==> config.mk <==
export PLATFORM = sky130hd
export DESIGN_NAME = geometric_weighted_history_smoother_unit
export DESIGN_NICKNAME = d
export VERILOG_FILES = /design/src/rtl/gwhs_pkg.sv /design/src/rtl/gwhs_div.sv /design/src/rtl/geometric_weighted_history_smoother_unit.sv
export SDC_FILE = /design/constraint.sdc
export NUM_CORES = 2
export LEC_CHECK = 0
export ABC_AREA = 1
export CAP_MARGIN = 20
export CORE_ASPECT_RATIO = 0.75
export CORE_MARGIN = 1
export CORE_UTILIZATION = 43
export CTS_CLUSTER_DIAMETER = 30
export CTS_CLUSTER_SIZE = 28
export DETAILED_ROUTE_END_ITERATION = 12
export DONT_BUFFER_PORTS = 1
export MAX_ROUTING_LAYER = met4
export PLACE_DENSITY = 0.66
export SLEW_MARGIN = 10
export SYNTH_ARGS = -nofsm -noshare
export SYNTH_HDL_FRONTEND = slang
export SYNTH_SLANG_ARGS = --single-unit
==> constraint.sdc <==
create_clock -name aclk -period 10 [get_ports aclk]
set_clock_uncertainty 0.2 [all_clocks]
set_input_delay 0.5 -clock aclk [delete_from_list [all_inputs] [get_ports aclk]]
set_output_delay 0.5 -clock aclk [all_outputs]
set_load 0.05 [all_outputs]
==> src/rtl/gwhs_pkg.sv <==
package gwhs_pkg;

    // History and field geometry
    localparam int HIST_DEPTH = 8;
    localparam int IDX_W      = (HIST_DEPTH > 1) ? $clog2(HIST_DEPTH) : 1;
    localparam int DATA_W     = 13;
    localparam int CFG_W      = 16;
    localparam int OUT_W      = 21;
    localparam int OUT_FRAC   = 8;

    // Weights are unsigned Q1.16
    localparam int WGT_FRAC = 16;
    localparam int WGT_W    = WGT_FRAC + 1;
    localparam logic [WGT_W-1:0] WEIGHT_ONE   = WGT_W'(1) << WGT_FRAC;
    localparam logic [CFG_W-1:0] WEIGHT_RESET = CFG_W'(13107);

    // Accumulator widths
    localparam int SUMW_W = WGT_W + $clog2(HIST_DEPTH + 1);
    localparam int ACC_W  = DATA_W + SUMW_W;

    // Shared multiplier: 18 x 18 signed
    localparam int MUL_W  = WGT_W + 1;
    localparam int PROD_W = 2 * MUL_W;

    // Divider widths
    localparam int NUM_W      = ACC_W + OUT_FRAC + 2;
    localparam int DEN_W      = SUMW_W + 1;
    localparam int DIV_CNT_W  = $clog2(OUT_W + 1);

    typedef enum logic [2:0] {
        ST_IDLE,
        ST_ACCUM,
        ST_DIV_X,
        ST_DIV_Y,
        ST_OUT
    } gwhs_state_t;

    // Sub-steps of one history entry in the accumulate pass
    typedef enum logic [1:0] {
        SUB_MUL_X,
        SUB_ACC_X,
        SUB_ACC_Y,
        SUB_NEXT_W
    } gwhs_sub_t;

    typedef struct packed {
        logic busy;
        logic done;
    } div_stat_t;

endpackage

==> src/rtl/gwhs_div.sv <==
module gwhs_div import gwhs_pkg::*; (
    input  logic                     aclk,
    input  logic                     aresetn,
    input  logic                     start,
    input  logic signed [ACC_W-1:0]  num,
    input  logic        [SUMW_W-1:0] den,
    output logic signed [OUT_W-1:0]  quot,
    output div_stat_t                stat
);

    logic [DIV_CNT_W-1:0] cnt_reg;
    logic                 done_reg;
    logic                 neg_reg;
    logic [DEN_W-1:0]     d_reg;
    logic [DEN_W-1:0]     rem_reg;
    logic [OUT_W-1:0]     low_reg;

    logic [ACC_W-1:0]     num_u;
    logic [ACC_W-1:0]     mag;
    logic [NUM_W-1:0]     nfull;
    logic [DEN_W:0]       trial;
    logic [DEN_W:0]       diff;
    logic                 ge;

    // Rounded quotient: (|num| * 512 + den) / (2 * den), restoring, one bit a cycle
    always_comb begin
        num_u = unsigned'(num);
        mag   = num[ACC_W-1] ? (~num_u + 1'b1) : num_u;
        nfull = (NUM_W'(mag) << (OUT_FRAC + 1)) + NUM_W'(den);
        trial = {rem_reg, low_reg[OUT_W-1]};
        diff  = trial - {1'b0, d_reg};
        ge    = (trial >= {1'b0, d_reg});
    end

    always_ff @(posedge aclk) begin
        if (!aresetn) begin
            cnt_reg  <= '0;
            done_reg <= 1'b0;
        end else begin
            done_reg <= 1'b0;
            if (start) begin
                cnt_reg <= DIV_CNT_W'(OUT_W);
            end else if (cnt_reg != '0) begin
                cnt_reg <= cnt_reg - 1'b1;
                if (cnt_reg == DIV_CNT_W'(1)) begin
                    done_reg <= 1'b1;
                end
            end
        end
    end

    always_ff @(posedge aclk) begin
        if (start) begin
            neg_reg <= num[ACC_W-1];
            d_reg   <= {den, 1'b0};
            // quotient is below 2^OUT_W, so the top part starts below the divisor
            rem_reg <= nfull[OUT_W +: DEN_W];
            low_reg <= nfull[OUT_W-1:0];
        end else if (cnt_reg != '0) begin
            rem_reg <= ge ? diff[DEN_W-1:0] : trial[DEN_W-1:0];
            low_reg <= {low_reg[OUT_W-2:0], ge};
        end
    end

    assign quot      = $signed(neg_reg ? (~low_reg + 1'b1) : low_reg);
    assign stat.busy = (cnt_reg != '0);
    assign stat.done = done_reg;

`ifndef SYNTHESIS
    a_start_busy: assert property (@(posedge aclk) disable iff (!aresetn)
        start |=> stat.busy)
        else $error("divider not busy after start");

    a_rem_below: assert property (@(posedge aclk) disable iff (!aresetn)
        stat.busy |-> (rem_reg < d_reg))
        else $error("partial remainder not below divisor");
`endif

endmodule

==> src/rtl/geometric_weighted_history_smoother_unit.sv <==
// Smooths pointer displacements over the last HIST_DEPTH (8) input pairs, newest first,
// with weights 1, w, w^2, ... (w = weight_modifier, Q0.16, each power truncated to Q0.16;
// reset value 13107, about 0.2). Each result is the weighted sum of the history divided
// by the weight sum, rounded to nearest (ties away from zero), in signed Q.8. One result
// per input. The history resets to zero. The unit takes no new item until the last
// result has moved to the output register: one shared 18x18 multiplier runs four
// steps per history entry, then one bit-serial divider produces x and then y. s_ready
// is high only while idle; a finished result may still wait on m_ready while the next
// item is taken.
// Write weight_modifier only while idle.
module geometric_weighted_history_smoother_unit import gwhs_pkg::*; (
    input  logic                     aclk,
    input  logic                     aresetn,
    input  logic                     cfg_wr_en,
    input  logic        [CFG_W-1:0]  cfg_wr_data,
    input  logic                     s_valid,
    output logic                     s_ready,
    input  logic signed [DATA_W-1:0] s_delta_x,
    input  logic signed [DATA_W-1:0] s_delta_y,
    output logic                     m_valid,
    input  logic                     m_ready,
    output logic signed [OUT_W-1:0]  m_filtered_x,
    output logic signed [OUT_W-1:0]  m_filtered_y
);

    gwhs_state_t state_reg, state_next;
    gwhs_sub_t   sub_reg;

    logic signed [DATA_W-1:0] hist_x_reg [HIST_DEPTH];
    logic signed [DATA_W-1:0] hist_y_reg [HIST_DEPTH];

    logic        [CFG_W-1:0]  wm_reg;
    logic        [IDX_W-1:0]  idx_reg;
    logic        [WGT_W-1:0]  w_reg;
    logic        [SUMW_W-1:0] sum_w_reg;
    logic signed [ACC_W-1:0]  acc_x_reg;
    logic signed [ACC_W-1:0]  acc_y_reg;
    logic signed [PROD_W-1:0] prod_reg;
    logic signed [OUT_W-1:0]  res_x_reg;
    logic signed [OUT_W-1:0]  res_y_reg;
    logic                     m_valid_reg;
    logic signed [OUT_W-1:0]  m_filtered_x_reg;
    logic signed [OUT_W-1:0]  m_filtered_y_reg;

    logic                     in_xfer;
    logic                     out_free;
    logic                     step_last;
    logic                     div_start;
    logic signed [ACC_W-1:0]  div_num;
    logic signed [OUT_W-1:0]  div_quot;
    div_stat_t                div_stat;
    logic signed [MUL_W-1:0]  mul_a;
    logic signed [MUL_W-1:0]  mul_b;
    logic signed [PROD_W-1:0] mul_prod;

    assign s_ready   = (state_reg == ST_IDLE);
    assign in_xfer   = s_valid && s_ready;
    assign out_free  = !m_valid_reg || m_ready;
    assign step_last = (sub_reg == SUB_NEXT_W) && (idx_reg == IDX_W'(HIST_DEPTH - 1));

    always_comb begin
        state_next = state_reg;
        case (state_reg)
            ST_IDLE:  if (in_xfer) state_next = ST_ACCUM;
            ST_ACCUM: if (step_last) state_next = ST_DIV_X;
            ST_DIV_X: if (div_stat.done) state_next = ST_DIV_Y;
            ST_DIV_Y: if (div_stat.done) state_next = ST_OUT;
            ST_OUT:   if (out_free) state_next = ST_IDLE;
            default:  state_next = ST_IDLE;
        endcase
    end

    always_comb begin
        div_start = 1'b0;
        div_num   = acc_x_reg;
        mul_a     = MUL_W'(hist_x_reg[idx_reg]);
        case (state_reg)
            ST_ACCUM: begin
                div_start = step_last;
                case (sub_reg)
                    SUB_MUL_X:  mul_a = MUL_W'(hist_x_reg[idx_reg]);
                    SUB_ACC_X:  mul_a = MUL_W'(hist_y_reg[idx_reg]);
                    SUB_ACC_Y:  mul_a = $signed({2'b00, wm_reg});
                    default:    mul_a = MUL_W'(hist_x_reg[idx_reg]);
                endcase
            end
            ST_DIV_X: begin
                div_start = div_stat.done;
                div_num   = acc_y_reg;
            end
            default: begin
                div_start = 1'b0;
            end
        endcase
    end

    assign mul_b    = $signed({1'b0, w_reg});
    assign mul_prod = mul_a * mul_b;

    always_ff @(posedge aclk) begin
        if (!aresetn) begin
            state_reg   <= ST_IDLE;
            wm_reg      <= WEIGHT_RESET;
            m_valid_reg <= 1'b0;
            for (int i = 0; i < HIST_DEPTH; i++) begin
                hist_x_reg[i] <= '0;
                hist_y_reg[i] <= '0;
            end
        end else begin
            state_reg <= state_next;
            if (cfg_wr_en) begin
                wm_reg <= cfg_wr_data;
            end
            if (in_xfer) begin
                for (int i = HIST_DEPTH - 1; i > 0; i--) begin
                    hist_x_reg[i] <= hist_x_reg[i-1];
                    hist_y_reg[i] <= hist_y_reg[i-1];
                end
                hist_x_reg[0] <= s_delta_x;
                hist_y_reg[0] <= s_delta_y;
            end
            if (m_valid_reg && m_ready) begin
                m_valid_reg <= 1'b0;
            end
            if (state_reg == ST_OUT && out_free) begin
                m_valid_reg <= 1'b1;
            end
        end
    end

    always_ff @(posedge aclk) begin
        if (in_xfer) begin
            idx_reg   <= '0;
            sub_reg   <= SUB_MUL_X;
            w_reg     <= WEIGHT_ONE;
            sum_w_reg <= '0;
            acc_x_reg <= '0;
            acc_y_reg <= '0;
        end
        if (state_reg == ST_ACCUM) begin
            prod_reg <= mul_prod;
            sub_reg  <= gwhs_sub_t'(sub_reg + 2'd1);
            case (sub_reg)
                SUB_ACC_X: acc_x_reg <= acc_x_reg + ACC_W'(prod_reg);
                SUB_ACC_Y: begin
                    acc_y_reg <= acc_y_reg + ACC_W'(prod_reg);
                    sum_w_reg <= sum_w_reg + SUMW_W'(w_reg);
                end
                SUB_NEXT_W: begin
                    // truncate w * ratio back to Q1.16, then advance to the next entry
                    w_reg   <= prod_reg[WGT_FRAC +: WGT_W];
                    idx_reg <= idx_reg + 1'b1;
                end
                default: ;
            endcase
        end
        if (state_reg == ST_DIV_X && div_stat.done) begin
            res_x_reg <= div_quot;
        end
        if (state_reg == ST_DIV_Y && div_stat.done) begin
            res_y_reg <= div_quot;
        end
        if (state_reg == ST_OUT && out_free) begin
            m_filtered_x_reg <= res_x_reg;
            m_filtered_y_reg <= res_y_reg;
        end
    end

    gwhs_div u_div (
        .aclk    (aclk),
        .aresetn (aresetn),
        .start   (div_start),
        .num     (div_num),
        .den     (sum_w_reg),
        .quot    (div_quot),
        .stat    (div_stat)
    );

    assign m_valid      = m_valid_reg;
    assign m_filtered_x = m_filtered_x_reg;
    assign m_filtered_y = m_filtered_y_reg;

`ifndef SYNTHESIS
    a_busy_after_xfer: assert property (@(posedge aclk) disable iff (!aresetn)
        (s_valid && s_ready) |=> !s_ready)
        else $error("input taken again right after a transfer");

    a_div_free: assert property (@(posedge aclk) disable iff (!aresetn)
        div_start |-> !div_stat.busy)
        else $error("divider started while busy");

    a_weight_bound: assert property (@(posedge aclk) disable iff (!aresetn)
        (state_reg == ST_ACCUM) |-> (w_reg <= WEIGHT_ONE))
        else $error("weight grew above one");

    a_out_from_state: assert property (@(posedge aclk) disable iff (!aresetn)
        $rose(m_valid) |-> $past(state_reg == ST_OUT))
        else $error("result shown outside the output step");
`endif

endmodule
==> results.sh <==
export IMPL_numClockSinks=528
export IMPL_antenna_found_initial=1
export IMPL_die_height_microns=267
export IMPL_grt_pass1_wl_mm=177
export IMPL_rows=96
export IMPL_synth_area_leaders="edfxtp_1 (29%), fa_1 (15%), inv_1 (8.5%), nand2_1 (7.1%), dfxtp_1 (6.7%)"
export IMPL_synth_top_area_cell="edfxtp_1"
export IMPL_async_reset_ff_share_pct=0
export IMPL_yosysWarnings=0
export IMPL_drive_gt1_share_pct=6.63
export IMPL_area_delta_synth_final_pct=13.9
export IMPL_top_level_ports=91
export IMPL_final_period_utilization_pct=94.5
export IMPL_hold_viol_final=0
export IMPL_report_final_slew_viol_count=0
export IMPL_wl_per_cell_microns=18.1
export IMPL_outcome="finished, violations left"
export IMPL_synth_most_common_cell="inv_1"
export IMPL_grt_pass1_vias=30800
export IMPL_grt_max_degree=166
export IMPL_critPathKind="reg -> reg"
export IMPL_drt_pass1_iterations=10
export IMPL_cp_end_kind="flop"
export IMPL_setup_tns_ns=0
export IMPL_cts_setup_buffers=0
export IMPL_arrival_ns=9.64
export IMPL_place_congestion=0.976
export IMPL_synth_ff_type="edfxtp_1"
export IMPL_place_area_sq_um=41500
export IMPL_r2r_slack_ns=0.55
export IMPL_finalCriticalPeriod_ns=9.45
export IMPL_start_util_pct=43.7
export IMPL_cts_buffer_depth=3
export IMPL_critPathLaunch="idx_reg[0]"
export IMPL_dieArea_sq_um=95000
export IMPL_synth_cells=4879
export IMPL_track_usage_pct=24.7
export IMPL_cts_root_buffer="clkbuf_16"
export IMPL_htree_num_levels=3
export IMPL_synth_adder_area_share_pct=21.2
export IMPL_synth_compound_area_share_pct=10.7
export IMPL_path_depth=31
export IMPL_critPathTopFamily="adder cells"
export IMPL_rsz0062_at_grt="false"
export IMPL_port_buffers=0
export IMPL_worstHoldPathType="in -> reg"
export IMPL_via_count=32700
export IMPL_clk_transition_reported_paths_ns=0.05
export IMPL_violations="design-rule violations"
export IMPL_ys_types=55
export IMPL_setup_viol=0
export IMPL_ys_seq_elements=528
export IMPL_cp_start_kind="flop"
export IMPL_maxSlewHeadroom_pct=20.9
export IMPL_rr_worst_depth=31
export IMPL_dieWidth_microns=355
export IMPL_cts_resized=0
export IMPL_dp_hpwl_mm=85.2
export IMPL_crit_end="prod_reg[28]"
export IMPL_critPathRequiredTime_ns=10.19
export IMPL_synth_mux_area_share_pct=0.0248
export IMPL_synth_xor_area_share_pct=3.02
export IMPL_postRouteAntennaNets=0
export IMPL_drc_errors=6
export IMPL_cap_viol_max_count=0
export IMPL_timing_rr_start="idx_reg[0]"
export IMPL_synth_top_area_share_pct=29.3
export IMPL_critPathBufInv=8
export IMPL_clock_latency_ns=0.71
export IMPL_synth_edff_count=393
export IMPL_syn_area_sq_um=40300
export IMPL_grt_overflow_total=0
export IMPL_worstMarginPinSlew_ns=1.18
export IMPL_synth_top_family_by_area="adder cells"
export IMPL_slowest_delay_ns=0.67
export IMPL_cp_max_fo=102
export IMPL_syn_area_per_cell_sq_um=8.26
export IMPL_timing_fmax_ghz=0.106
export IMPL_syn_nets=5432
export IMPL_yosys_area_share_simple_pct=18.5
export IMPL_drt_iter0_drc=3415
export IMPL_diodes=0
export IMPL_cts_tree="done"
export IMPL_ys_seq_area_share_pct=36.0
export IMPL_cts_buffers=108
export IMPL_fp_coreArea_sq_um=92100
export IMPL_wl_mm=113
export IMPL_cpMaxStageDelayCell="dfxtp_2"
export IMPL_vias_per_cell=5.24
export IMPL_final_area_sq_um=45900
export IMPL_ctsHoldBuffers=45
export IMPL_r2r_end="prod_reg[28]"
export IMPL_hold_path_cell_count=4
export IMPL_nets=5463
export IMPL_synthTopCellsByCount="inv_1 (914), nand2_1 (765), nor2_1 (670)"
==> cells by family (layout without fill, tap and decap cells) <==
group / after synthesis / after routing
AO/OA/AOI/OAI: 792 / 792
XOR/XNOR: 138 / 138
adder cells (fa/ha/maj): 506 / 506
buffers and inverters: 1108 / 1235
flip-flops: 528 / 528
multiplexers: 1 / 1
AND/OR/NAND/NOR: 1806 / 1806
==> area by class of cell <==
class | instances | area (sq um)
Tap cell | 1225 | 1530
Timing Repair Buffer | 88 | 818
Multi-Input combinational cell | 3243 | 21600
Inverter | 941 | 3540
Clock inverter | 81 | 1010
Fill cell | 8611 | 46200
Clock buffer | 125 | 2870
Sequential cell | 528 | 14500
==> stage by stage <==
stage          hold slack [ns]  util [%]  worst slack [ns]  cells
2_1_floorplan            0.200         -              2.70   4879
3_3_place_gp             0.202      45.1              1.16   5978
3_5_place_dp             0.205      45.1              1.09   5978
4_1_cts                 0.0577      49.8             0.934   6229
5_1_grt                  0.132      49.8             0.343   6231
6_report                0.0958      49.8             0.546   6231
==> worst min-delay path by stage <==
| stage | from | to | slack (ns) |
|---|---|---|---|
| 5_1_grt | s_valid | state_reg[0] | 0.13 |
| 3_5_place_dp | res_y_reg[11] | m_filtered_y[11] | 0.20 |
| 2_1_floorplan | res_x_reg[0] | m_filtered_x[0] | 0.20 |
| 4_1_cts | s_valid | state_reg[0] | 0.06 |
| 6_report | s_valid | state_reg[0] | 0.1 |
| 3_3_place_gp | res_x_reg[16] | m_filtered_x[16] | 0.20 |
==> placed cells by master, fill, tap and decap left out, drive strengths merged, types with 4 or more instances in the layout <==
| cell type | instances |
|---|---|
| a21boi | 9 |
| a21o | 13 |
| a21oi | 291 |
| a31oi | 22 |
| buf | 43 |
| bufinv | 12 |
| clkbuf | 125 |
| clkinv | 39 |
| clkinvlp | 11 |
| dfxtp | 135 |
| dlygate4sd3 | 45 |
| edfxtp | 393 |
| fa | 296 |
| ha | 210 |
| inv | 960 |
| nand2 | 786 |
| nand3 | 246 |
| nand3b | 26 |
| nand4 | 15 |
| nor2 | 689 |
| nor3 | 21 |
| nor4 | 9 |
| o2111ai | 4 |
| o211ai | 38 |
| o21a | 18 |
| o21ai | 363 |
| o21bai | 11 |
| o31ai | 11 |
| or2 | 11 |
| xnor2 | 50 |
| xor2 | 88 |
==> worst reg2reg max path, delay by kind of cell (launching register included) <==
kind | cells | cell delay [ns]
adders and majority gates | 7 | 3.15
and+or+nand+nor | 6 | 1.00
AOI/OAI and AO/OA | 9 | 2.54
DFF | 1 | 0.67
xor gates and xnor gates | 1 | 0.14
buffers and inverters | 8 | 1.46
==> routing by layer <==
layer  global-route usage (%)  vias up  routed length [microns]
li1                         -    15700                        -
met1                     36.6    15600                    53900
met2                     32.4     1277                    44300
met3                     7.45      149                    12500
met4                     5.63        0                     2080
met5                        -        -                        0
Power is left out: the tool's default activity adds up to more than one toggle a clock period on the data nets, which glitch-free logic cannot reach.
